--- config.mk ---
export PLATFORM = sky130hd
export DESIGN_NAME = minifloat_format_converter_flat
export DESIGN_NICKNAME = d
export VERILOG_FILES = /design/src/sv/mfc_pkg.sv /design/src/sv/mfc_in_if.sv /design/src/sv/mfc_out_if.sv /design/src/sv/mfc_convert.sv /design/src/sv/minifloat_format_converter.sv /design/src/flat_wrapper.sv
export VERILOG_INCLUDE_DIRS = /design/src /design/src/sv
export SDC_FILE = /design/constraint.sdc
export NUM_CORES = 1
export LEC_CHECK = 0
export BUFFER_PORTS_ARGS = -buffer_cell sky130_fd_sc_hd__buf_2
export CAP_MARGIN = 0
export CORE_UTILIZATION = 40
export DETAILED_ROUTE_END_ITERATION = 12
export SETUP_SLACK_MARGIN = 0.02
export SYNTH_ARGS = -nofsm -noshare
export SYNTH_HDL_FRONTEND = slang
export SYNTH_HIERARCHICAL = 1
export SYNTH_SLANG_ARGS = --single-unit
--- constraint.sdc ---
create_clock -name clk -period 4.82 [get_ports clk]
set_input_delay 0.482 -clock clk [delete_from_list [all_inputs] [get_ports clk]]
set_output_delay 0.482 -clock clk [all_outputs]
set_load 0.05 [all_outputs]
--- src/sv/minifloat_format_converter_macros.svh ---
// Assertion macros shared by the minifloat format converter RTL.
`ifndef MINIFLOAT_FORMAT_CONVERTER_MACROS_SVH
`define MINIFLOAT_FORMAT_CONVERTER_MACROS_SVH

// Consequence must hold in the same cycle as the antecedent.
`define MFC_ASSERT_SAME(label, ante, cons, msg) \
    label: assert property (@(posedge clk) disable iff (!rst_n) (ante) |-> (cons)) \
        else $error(msg);

// Consequence must hold in the cycle after the antecedent.
`define MFC_ASSERT_NEXT(label, ante, cons, msg) \
    label: assert property (@(posedge clk) disable iff (!rst_n) (ante) |=> (cons)) \
        else $error(msg);

`endif

--- src/sv/mfc_pkg.sv ---
// Package with the mode codes and format constants of the minifloat converter.
`default_nettype none
package mfc_pkg;

    localparam int unsigned SRC_W  = 32;
    localparam int unsigned MODE_W = 3;

    typedef enum logic [MODE_W-1:0] {
        MODE_FP8_TO_FP16  = 3'd0,
        MODE_FP16_TO_FP32 = 3'd1,
        MODE_FP16_TO_FP8  = 3'd2,
        MODE_FP32_TO_FP16 = 3'd3,
        MODE_FP8_TO_FP32  = 3'd4,
        MODE_FP32_TO_FP8  = 3'd5
    } mode_t;

    localparam logic [7:0]  FP8_NEG_ZERO     = 8'h80;
    localparam logic [15:0] FP8_NEG_ZERO_MAP = 16'h7F00;
    localparam logic [14:0] FP16_INF_MAG     = 15'h7C00;
    localparam logic [6:0]  FP8_MAX_MAG      = 7'h7F;
    localparam logic [4:0]  FP8_REBIAS       = 5'd8;    // 15 - 7
    localparam logic [7:0]  FP16_REBIAS      = 8'd112;  // 127 - 15
    localparam logic [7:0]  FP16_EXP_LIMIT   = 8'd31;

endpackage
`default_nettype wire

--- src/sv/mfc_in_if.sv ---
// Input channel interface: valid/ready handshake with mode and source bits.
`default_nettype none
interface mfc_in_if;
    logic        valid;
    logic        ready;
    logic [2:0]  mode;
    logic [31:0] source_bits;

    modport source (output valid, output mode, output source_bits, input ready);
    modport sink (input valid, input mode, input source_bits, output ready);
endinterface
`default_nettype wire

--- src/sv/mfc_out_if.sv ---
// Output channel interface: valid/ready handshake with the converted bits.
`default_nettype none
interface mfc_out_if;
    logic        valid;
    logic        ready;
    logic [31:0] converted_bits;

    modport source (output valid, output converted_bits, input ready);
    modport sink (input valid, input converted_bits, output ready);
endinterface
`default_nettype wire

--- src/sv/mfc_convert.sv ---
// Combinational bit-field conversion between FP8, binary16 and binary32.
`default_nettype none
module mfc_convert (
    input  mfc_pkg::mode_t mode,
    input  logic [31:0]    source_bits,
    output logic [31:0]    converted_bits
);

    function automatic logic [15:0] fp8_to_fp16(input logic [7:0] b);
        logic [15:0] r;
        if (b == 8'h00)
        begin
            r = 16'h0000;
        end
        else if (b == mfc_pkg::FP8_NEG_ZERO)
        begin
            r = mfc_pkg::FP8_NEG_ZERO_MAP;
        end
        else
        begin
            r = {b[7], {1'b0, b[6:3]} + mfc_pkg::FP8_REBIAS, b[2:0], 7'b0};
        end
        return r;
    endfunction

    function automatic logic [31:0] fp16_to_fp32(input logic [15:0] h);
        logic [31:0] r;
        if (h[14:10] == 5'd0)
        begin
            r = 32'h0;
        end
        else
        begin
            r = {h[15], {3'b0, h[14:10]} + mfc_pkg::FP16_REBIAS, h[9:0], 13'b0};
        end
        return r;
    endfunction

    function automatic logic [7:0] fp16_to_fp8(input logic [15:0] h);
        logic [4:0] ex;
        logic [7:0] v;
        ex = h[14:10] - mfc_pkg::FP8_REBIAS;
        v  = {h[15], ex[3:0], h[9:7]};
        if (h[14:10] < mfc_pkg::FP8_REBIAS)
        begin
            v = 8'h00;
        end
        else if (ex > 5'd15)
        begin
            v = {h[15], mfc_pkg::FP8_MAX_MAG};
        end
        else
        begin
            if (v == mfc_pkg::FP8_NEG_ZERO)
            begin
                v = 8'h00;
            end
            // Round up unless the carry would spill into the sign bit.
            if (h[6] && (v[6:0] != mfc_pkg::FP8_MAX_MAG))
            begin
                v = v + 8'd1;
            end
        end
        return v;
    endfunction

    function automatic logic [15:0] fp32_to_fp16(input logic [31:0] s);
        logic [7:0]  ex;
        logic [15:0] r;
        ex = s[30:23] - mfc_pkg::FP16_REBIAS;
        if (s[30:23] < mfc_pkg::FP16_REBIAS)
        begin
            r = 16'h0000;
        end
        else if (ex >= mfc_pkg::FP16_EXP_LIMIT)
        begin
            r = {s[31], mfc_pkg::FP16_INF_MAG};
        end
        else
        begin
            r = {s[31], ex[4:0], s[22:13]};
        end
        return r;
    endfunction

    always_comb
    begin
        unique case (mode)
            mfc_pkg::MODE_FP8_TO_FP16:  converted_bits = {16'b0, fp8_to_fp16(source_bits[7:0])};
            mfc_pkg::MODE_FP16_TO_FP32: converted_bits = fp16_to_fp32(source_bits[15:0]);
            mfc_pkg::MODE_FP16_TO_FP8:  converted_bits = {24'b0, fp16_to_fp8(source_bits[15:0])};
            mfc_pkg::MODE_FP32_TO_FP16: converted_bits = {16'b0, fp32_to_fp16(source_bits)};
            mfc_pkg::MODE_FP8_TO_FP32:
                converted_bits = fp16_to_fp32(fp8_to_fp16(source_bits[7:0]));
            mfc_pkg::MODE_FP32_TO_FP8:
                converted_bits = {24'b0, fp16_to_fp8(fp32_to_fp16(source_bits))};
            default:                    converted_bits = 32'h0;
        endcase
    end

endmodule
`default_nettype wire

--- src/sv/minifloat_format_converter.sv ---
// Top level of the minifloat format converter: input register, conversion, result register.
// The converter accepts one transfer per clock when the output is not stalled and returns
// exactly one result transfer per input, in order. Each item is captured in an input
// register, converted by a short combinational bit-field path (FP8 to binary32 and binary32
// to FP8 chain through binary16 within that same path), and held in a result register
// until the downstream side takes it. Throughput of one item per cycle with no output
// stall is set by that single conversion path; the input register can still take one item
// while a finished result waits, so two items can be in flight. Modes 6 and 7 return zero.
`default_nettype none
module minifloat_format_converter (
    input  logic        clk,
    input  logic        rst_n,
    mfc_in_if.sink      in_ch,
    mfc_out_if.source   out_ch
);

    // Input stage.
    logic           s1_valid_reg;
    logic           s1_valid_next;
    mfc_pkg::mode_t s1_mode_reg;
    logic [31:0]    s1_src_reg;

    // Result stage.
    logic           out_valid_reg;
    logic           out_valid_next;
    logic [31:0]    out_data_reg;

    logic           out_load;
    logic           in_take;
    logic [31:0]    conv_result;

    // The result register is free when empty or being drained in this cycle.
    assign out_load    = s1_valid_reg && (!out_valid_reg || out_ch.ready);
    assign in_ch.ready = !s1_valid_reg || out_load;
    assign in_take     = in_ch.valid && in_ch.ready;

    always_comb
    begin
        s1_valid_next = s1_valid_reg;
        if (in_take)
        begin
            s1_valid_next = 1'b1;
        end
        else if (out_load)
        begin
            s1_valid_next = 1'b0;
        end

        out_valid_next = out_valid_reg;
        if (out_load)
        begin
            out_valid_next = 1'b1;
        end
        else if (out_ch.ready)
        begin
            out_valid_next = 1'b0;
        end
    end

    always_ff @(posedge clk or negedge rst_n)
    begin
        if (!rst_n)
        begin
            s1_valid_reg  <= 1'b0;
            out_valid_reg <= 1'b0;
        end
        else
        begin
            s1_valid_reg  <= s1_valid_next;
            out_valid_reg <= out_valid_next;
        end
    end

    // Payload registers carry no reset; the valid flags qualify them.
    always_ff @(posedge clk)
    begin
        if (in_take)
        begin
            s1_mode_reg <= mfc_pkg::mode_t'(in_ch.mode);
            s1_src_reg  <= in_ch.source_bits;
        end
        if (out_load)
        begin
            out_data_reg <= conv_result;
        end
    end

    mfc_convert u_convert (
        .mode           (s1_mode_reg),
        .source_bits    (s1_src_reg),
        .converted_bits (conv_result)
    );

    assign out_ch.valid          = out_valid_reg;
    assign out_ch.converted_bits = out_data_reg;

`include "minifloat_format_converter_macros.svh"

    // A captured item that cannot move on must stay put with its payload intact.
    `MFC_ASSERT_NEXT(a_s1_hold, s1_valid_reg && !out_load && !in_take,
        s1_valid_reg && $stable(s1_src_reg) && $stable(s1_mode_reg), "input stage lost an item")

    // A result waiting on a stalled output must not be dropped.
    `MFC_ASSERT_NEXT(a_out_hold, out_valid_reg && !out_ch.ready,
        out_valid_reg && $stable(out_data_reg), "stalled result was dropped or changed")

    // An accepted transfer is always held in the input stage in the next cycle.
    `MFC_ASSERT_NEXT(a_take_lands, in_take, s1_valid_reg, "accepted transfer not captured")

    // FP8 results leave the upper 24 bits clear.
    `MFC_ASSERT_NEXT(a_fp8_upper_zero,
        out_load && (s1_mode_reg == mfc_pkg::MODE_FP16_TO_FP8 ||
                     s1_mode_reg == mfc_pkg::MODE_FP32_TO_FP8),
        out_data_reg[31:8] == 24'h0, "FP8 result has upper bits set")

    // The input side is never refused while the input stage is empty.
    `MFC_ASSERT_SAME(a_ready_when_empty, !s1_valid_reg, in_ch.ready,
        "input refused while input stage empty")

endmodule
`default_nettype wire

--- src/flat_wrapper.sv ---
// flat-port wrapper written by rule: the top's interface ports become plain ports
module minifloat_format_converter_flat 
  (clk, rst_n, in_ch_valid, in_ch_mode, in_ch_source_bits, in_ch_ready, out_ch_valid, out_ch_converted_bits, out_ch_ready);
  mfc_in_if in_ch_i ();
  mfc_out_if out_ch_i ();
  input  logic clk;
  input  logic rst_n;
  input wire logic [$bits(in_ch_i.valid)-1:0] in_ch_valid;
  input wire logic [$bits(in_ch_i.mode)-1:0] in_ch_mode;
  input wire logic [$bits(in_ch_i.source_bits)-1:0] in_ch_source_bits;
  output wire logic [$bits(in_ch_i.ready)-1:0] in_ch_ready;
  output wire logic [$bits(out_ch_i.valid)-1:0] out_ch_valid;
  output wire logic [$bits(out_ch_i.converted_bits)-1:0] out_ch_converted_bits;
  input wire logic [$bits(out_ch_i.ready)-1:0] out_ch_ready;
  assign in_ch_i.valid = in_ch_valid;
  assign in_ch_i.mode = in_ch_mode;
  assign in_ch_i.source_bits = in_ch_source_bits;
  assign in_ch_ready = in_ch_i.ready;
  assign out_ch_valid = out_ch_i.valid;
  assign out_ch_converted_bits = out_ch_i.converted_bits;
  assign out_ch_i.ready = out_ch_ready;
  minifloat_format_converter u_core (.clk(clk), .rst_n(rst_n), .in_ch(in_ch_i), .out_ch(out_ch_i));
endmodule
* After elaboration in Yosys (flattened, before gate mapping)
Index checks and enable logic that the tools add are counted.
** Word-level totals
- Bits in registers :: 69
- Bits of input ports :: 39
- Output and inout bits :: 34
- Word-level logic and storage cells :: 70
** Operators by class
- $add $sub $neg :: 8
- Magnitude comparators :: 6
- Equality and inequality tests :: 10
- Multiplexer cells :: 27
- Reductions and logical operators :: 14
** Operators with widths (number)
- 32-bit one-hot mux with 6 select lines :: 1
- 8-bit two-way mux :: 14
- 16-bit two-way mux :: 5
- 32-bit two-way mux :: 2
- 8-bit equality test (second input constant) :: 3
- 5-bit by 7-bit adder with 8-bit output (second input constant) :: 2
- 8-bit by 1-bit adder with 8-bit output (second input constant) :: 2
- 15-bit two-way mux :: 1
- 7-bit inequality test (second input constant) :: 2
- 5-bit by 4-bit greater-than comparator with 1-bit output (second input constant) :: 2
- 5-bit zero test :: 2
- 5-bit by 4-bit less-than comparator with 1-bit output (second input constant) :: 2
- 5-bit by 4-bit subtractor with 5-bit output (second input constant) :: 2
- 8-bit by 5-bit greater-or-equal comparator with 1-bit output (second input constant) :: 1
- 8-bit zero test :: 1
- 8-bit by 7-bit less-than comparator with 1-bit output (second input constant) :: 1
- 8-bit by 7-bit subtractor with 8-bit output (second input constant) :: 1
- 3-bit by 2-bit equality test with 1-bit output (second input constant) :: 2
- 3-bit equality test (second input constant) :: 2
- 4-bit by 4-bit adder with 5-bit output (second input constant) :: 1
- 1-bit logical AND :: 4
- 1-bit two-way mux :: 4
- 2-bit nonzero test :: 2
- 3-bit by 1-bit equality test with 1-bit output (second input constant) :: 1
- other kinds (3) :: 5

* Longest topological paths before layout
- Word-level depth :: 17
- Mapped depth :: 14
- Depth with buffers taken out :: 14

* Cells and area by module
Netlist, hierarchy kept.
** By module, submodules not included
- minifloat_format_converter :: instances 1, cells each 75, area each 2115.8 um^2, sequential area each 2062.0 um^2
- mfc_convert :: instances 1, cells each 222, area each 1390.1 um^2, sequential area each 0.0 um^2

* Worst setup path after synthesis
OpenSTA, ideal clock, no wires.
- Path type :: register to register
- Start :: register u_core.s1_src_reg[27]
- End :: register u_core.out_data_reg[1] (netlist: u_core/out_ch.converted_bits[1]) (data pin)
- Setup time :: 0.263 ns
- Arrival :: 3.274 ns
- Data required time :: 4.557 ns
- Slack :: 1.283 ns
- Cell stages (with the launch flop) :: 14
- Buffers on the path :: 1
- Clock period less this slack :: 3.537 ns
- Path through :: edfxtp_1 -> inv_1 -> ha_1 -> or4b_1 -> buf_2 -> a22oi_1 -> nand3_1 -> inv_1 -> ha_1 -> nand3_1 -> o41ai_2 -> mux2i_1 -> nor3_1 -> a2111o_1
** Between the ends
- Word-level cells in the longest chain between the ends :: 17
- Elaborated cells between the ends (all ways) :: 21
- Those cells by class :: add/sub: 3; order compare: 4; eq/ne: 2; mux: 11; reduce/logical: 1
** Ends and longest elaborated chain
- start: declaration :: RTL line minifloat_format_converter.sv:21 : logic [31:0] s1_src_reg;
- start signal: assignment :: RTL line minifloat_format_converter.sv:80 : s1_src_reg <= in_ch.source_bits;
- 8-bit by 7-bit subtractor with 8-bit output :: RTL line mfc_convert.sv:70 : ex = s[30:23] - mfc_pkg::FP16_REBIAS;
- 8-bit by 5-bit greater-or-equal comparator with 1-bit output :: RTL line mfc_convert.sv:75 : else if (ex >= mfc_pkg::FP16_EXP_LIMIT)
- 15-bit two-way mux :: RTL line mfc_convert.sv:75
- 16-bit two-way mux * :: RTL line mfc_convert.sv:71 : if (s[30:23] < mfc_pkg::FP16_REBIAS)
- parallel branches: the longest is 12 deep, another holds 8-bit by 1-bit adder with 8-bit output
- 32-bit one-hot mux with 6 select lines * :: RTL line mfc_convert.sv:88 : unique case (mode)
- via u_core.conv_result[1] :: RTL line minifloat_format_converter.sv:30 : logic [31:0] conv_result;
- end signal: assignment :: RTL line minifloat_format_converter.sv:84 : out_data_reg <= conv_result;
- end: declaration :: RTL line minifloat_format_converter.sv:26 : logic [31:0] out_data_reg;
Mark *: on every way through the listed nets, which the timed path passes. The select of a mux whose other input is x is not followed.
A chain may end at the register's enable or synchronous reset.

* Worst setup path after layout
Ends and elaborated chain as after synthesis.

==> metrics.md <==
| Metric | Value |
|---|---|
| Final setup fails | 0 |
| Worst hold path class | in2reg |
| Syn Area/Cell | 11.8 sq um |
| Design Power | 0.00144 W |
| Setup TNS | 0 ns |
| Reg-to-Reg Start | u_core/s1_src_reg[27] |
| Total CTS buffers | 9 |
| Global route overflow | 0 |
| Vias in the first global route | 2433 |
| Max_slew headroom | 0.536 |
| Most frequent cells in the layout | buf_2 (72), edfxtp_1 (67), o21ai_0 (30), nand2_1 (24), a21oi_1 (21) |
| Kind of critical path | reg2reg |
| Top Ports | 73 |
| VDD IR max | 0.130 mV |
| Synth Instances | 297 |
| Number of synthesized flops with an enable pin | 67 |
| Critical Path RT | 4.91 ns |
| Max Fanout on Critical Path | 6 |
| Clock H-tree levels | 3 |
| Reg2reg path depth | 12 |
| Maximum buffer depth of the clock tree | 2 |
| Post-synth top flop | edfxtp_1 |
| ANT cells | 0 |
| GRT Util Overall | 0.181 |
| Root Buffer | clkbuf_8 |
| Layout Skew | 0.00842 ns |
| Most common cell after layout, fill and taps aside | buf_2 |
| Clk pin slew, worst setup/hold paths | 0.07 ns |
| Layout area overhead | 17.7% |
| Final nets | 415 |
| Final max-slew violation count | 0 |
| Die area | 9140 sq um |
| DRT Pass-1 Iters | 5 |
| Die width | 95.6 um |
| Row Count | 33 |
| Initial Util | 0.420 |
| Cell Area, Synth | 3510 sq um |
| Pleak | 1.60 nW |
| Die height | 95.6 um |
| Port Buffers | 72 |
| GP Congestion | 0.876 |
| Status | completed |
| ANT nets after route | 0 |
| RSZ-0062 raised after global routing | no |
| DR DRC count | 0 |
| Hold Path Depth | 1 |
| Later-pin clock latency in the skew report | 0.34 ns |
| Via count | 2643 |
| Drt first-iter violations | 212 |
| Layout cells sized above 1 | 0.277 |
| Final WL | 7700 um |
| Synth Register Bits | 69 |
| First-pass GRT wire length | 12100 um |
| CP startpoint kind | flop |
| CTS tree | done |
| R2R Setup Slk | 1.14 ns |
| Min Tclk post-route | 3.68 ns |
| Final Hold Viols | 0 |
| Hold_sp | in_ch_mode[1] |
| Hold EP | u_core/s1_mode_reg[1] |
| Largest net degree at the start of global routing | 36 |
| Core ar. | 8340 sq um |
| Drt via density | 5.54 |
| WL/cell | 16.1 um |
| Post-DP HPWL | 5700 um |
| Initial antenna violation count | 0 |
| Register area share after synthesis | 0.588 |
| Yosys cell types | 67 |
| Critical path arrival | 3.77 ns |
| Fmax achieved | 272 MHz |
| Total clock sinks | 69 |
| Worst slew pin tran | 0.695 ns |
| Async set-or-reset flop fraction in the synthesized netlist | 0.0290 |
| Reg2reg end | u_core/out_ch.converted_bits[1] |
| Crit share post-route | 0.763 |
| Max Cap Viol | 0 |
| Post-synth net total | 345 |
| CP endpoint kind | flop |
| Ys Warns | 6 |
| # resized after CTS | 0 |
| PwrDens | 349 nW/um^2 |
-- worst max-delay path by stage --
stage                               start                              end  slack (ns)  depth (start not counted)
detailed placement  u_core/s1_src_reg[27]  u_core/out_ch.converted_bits[1]        1.14                         12
CTS                 u_core/s1_src_reg[27]  u_core/out_ch.converted_bits[1]        1.14                         12
global placement    u_core/s1_src_reg[27]  u_core/out_ch.converted_bits[1]        1.25                         12
finish              u_core/s1_src_reg[27]  u_core/out_ch.converted_bits[1]        1.14                         12
floorplan           u_core/s1_src_reg[27]  u_core/out_ch.converted_bits[1]        1.28                         13
global route        u_core/s1_src_reg[27]  u_core/out_ch.converted_bits[5]        0.85                         13
-- critical path, stage by stage, from the launching register on --
cell and delay [ns]:
edfxtp_1 0.41, inv_1 0.06, ha_1 0.31, or4b_1 0.63
a22oi_1 0.32, nand3_1 0.15, inv_1 0.08, ha_1 0.17
nand3_1 0.15, o41ai_2 0.48, mux2i_1 0.26, nor3_1 0.06
a2111o_1 0.34
-- layout make-up --
class | instances | area (sq um)
fillers | 756 | 4220
well taps | 105 | 131
flip-flops and latches | 69 | 2060
inverters | 12 | 45.0
repair buffers | 75 | 385
clock inverters | 7 | 65.1
clock buffers | 9 | 124
multi-input cells | 200 | 1310
-- cells by family after synthesis --
family / synth area share
simple gates: 0.166
compound gates: 0.157
fa+ha+maj: 0.0321
buf+inv: 0.0375
xor+xnor: 0.00999
mux: 0.00892
flops: 0.588
-- per-layer routing --
layer	global-route usage	vias up	wire length [um]	share of wire
li1	-	1274	-	-
met1	0.260	1236	3690	0.48
met2	0.261	117	3340	0.43
met3	0.0431	16	544	0.071
met4	0.0734	0	127	0.016
met5	0	-	0	0
-- power by group --
group	leakage (nW)	switching [W]	internal [W]	total, W
clock	0.0968	0.000216	0.000236	0.000451
sequential	0.677	0.0000346	0.000713	0.000748
combinational	0.829	0.000170	0.0000692	0.000239
-- per-stage QoR --
stage | util | instances | cell area, sq um | hold WS, ns | setup slack, ns
after CTS | 0.495 | 477 | 4130 | 0.292 | 1.14
after global placement | 0.471 | 460 | 3930 | 0.268 | 1.25
after global routing | 0.495 | 477 | 4130 | 0.282 | 0.855
after detailed placement | 0.471 | 460 | 3930 | 0.271 | 1.14
after floorplan | - | 297 | 3510 | 0.186 | 1.28
final | 0.495 | 477 | 4130 | 0.308 | 1.14
-- synthesized netlist by cell type (all sizes together) (3+ instances only) --
library cell / count / area [sq um]
a21o: 3 / 23.8
a21oi: 21 / 105
and2: 12 / 81.3
buf: 7 / 50.0
clkbuf: 9 / 36.3
edfxtp: 67 / 2010
ha: 9 / 113
inv: 12 / 45.0
nand2: 24 / 90.1
nand2b: 6 / 37.5
nand3: 10 / 50.1
nand4: 4 / 25.0
nand4b: 3 / 26.3
nor2: 11 / 51.3
nor3: 3 / 15.0
o2111ai: 3 / 26.3
o211ai: 4 / 30.0
o21ai: 31 / 155
o221ai: 3 / 26.3
or3: 5 / 31.3
xnor2: 3 / 26.3
-- timing repair --
action | CTS | global route
buffers inserted | 0 | 0
hold buffers | 1 | 0
hold endpoints to repair | 2 | 0
Power figures use the tool's default switching activity.
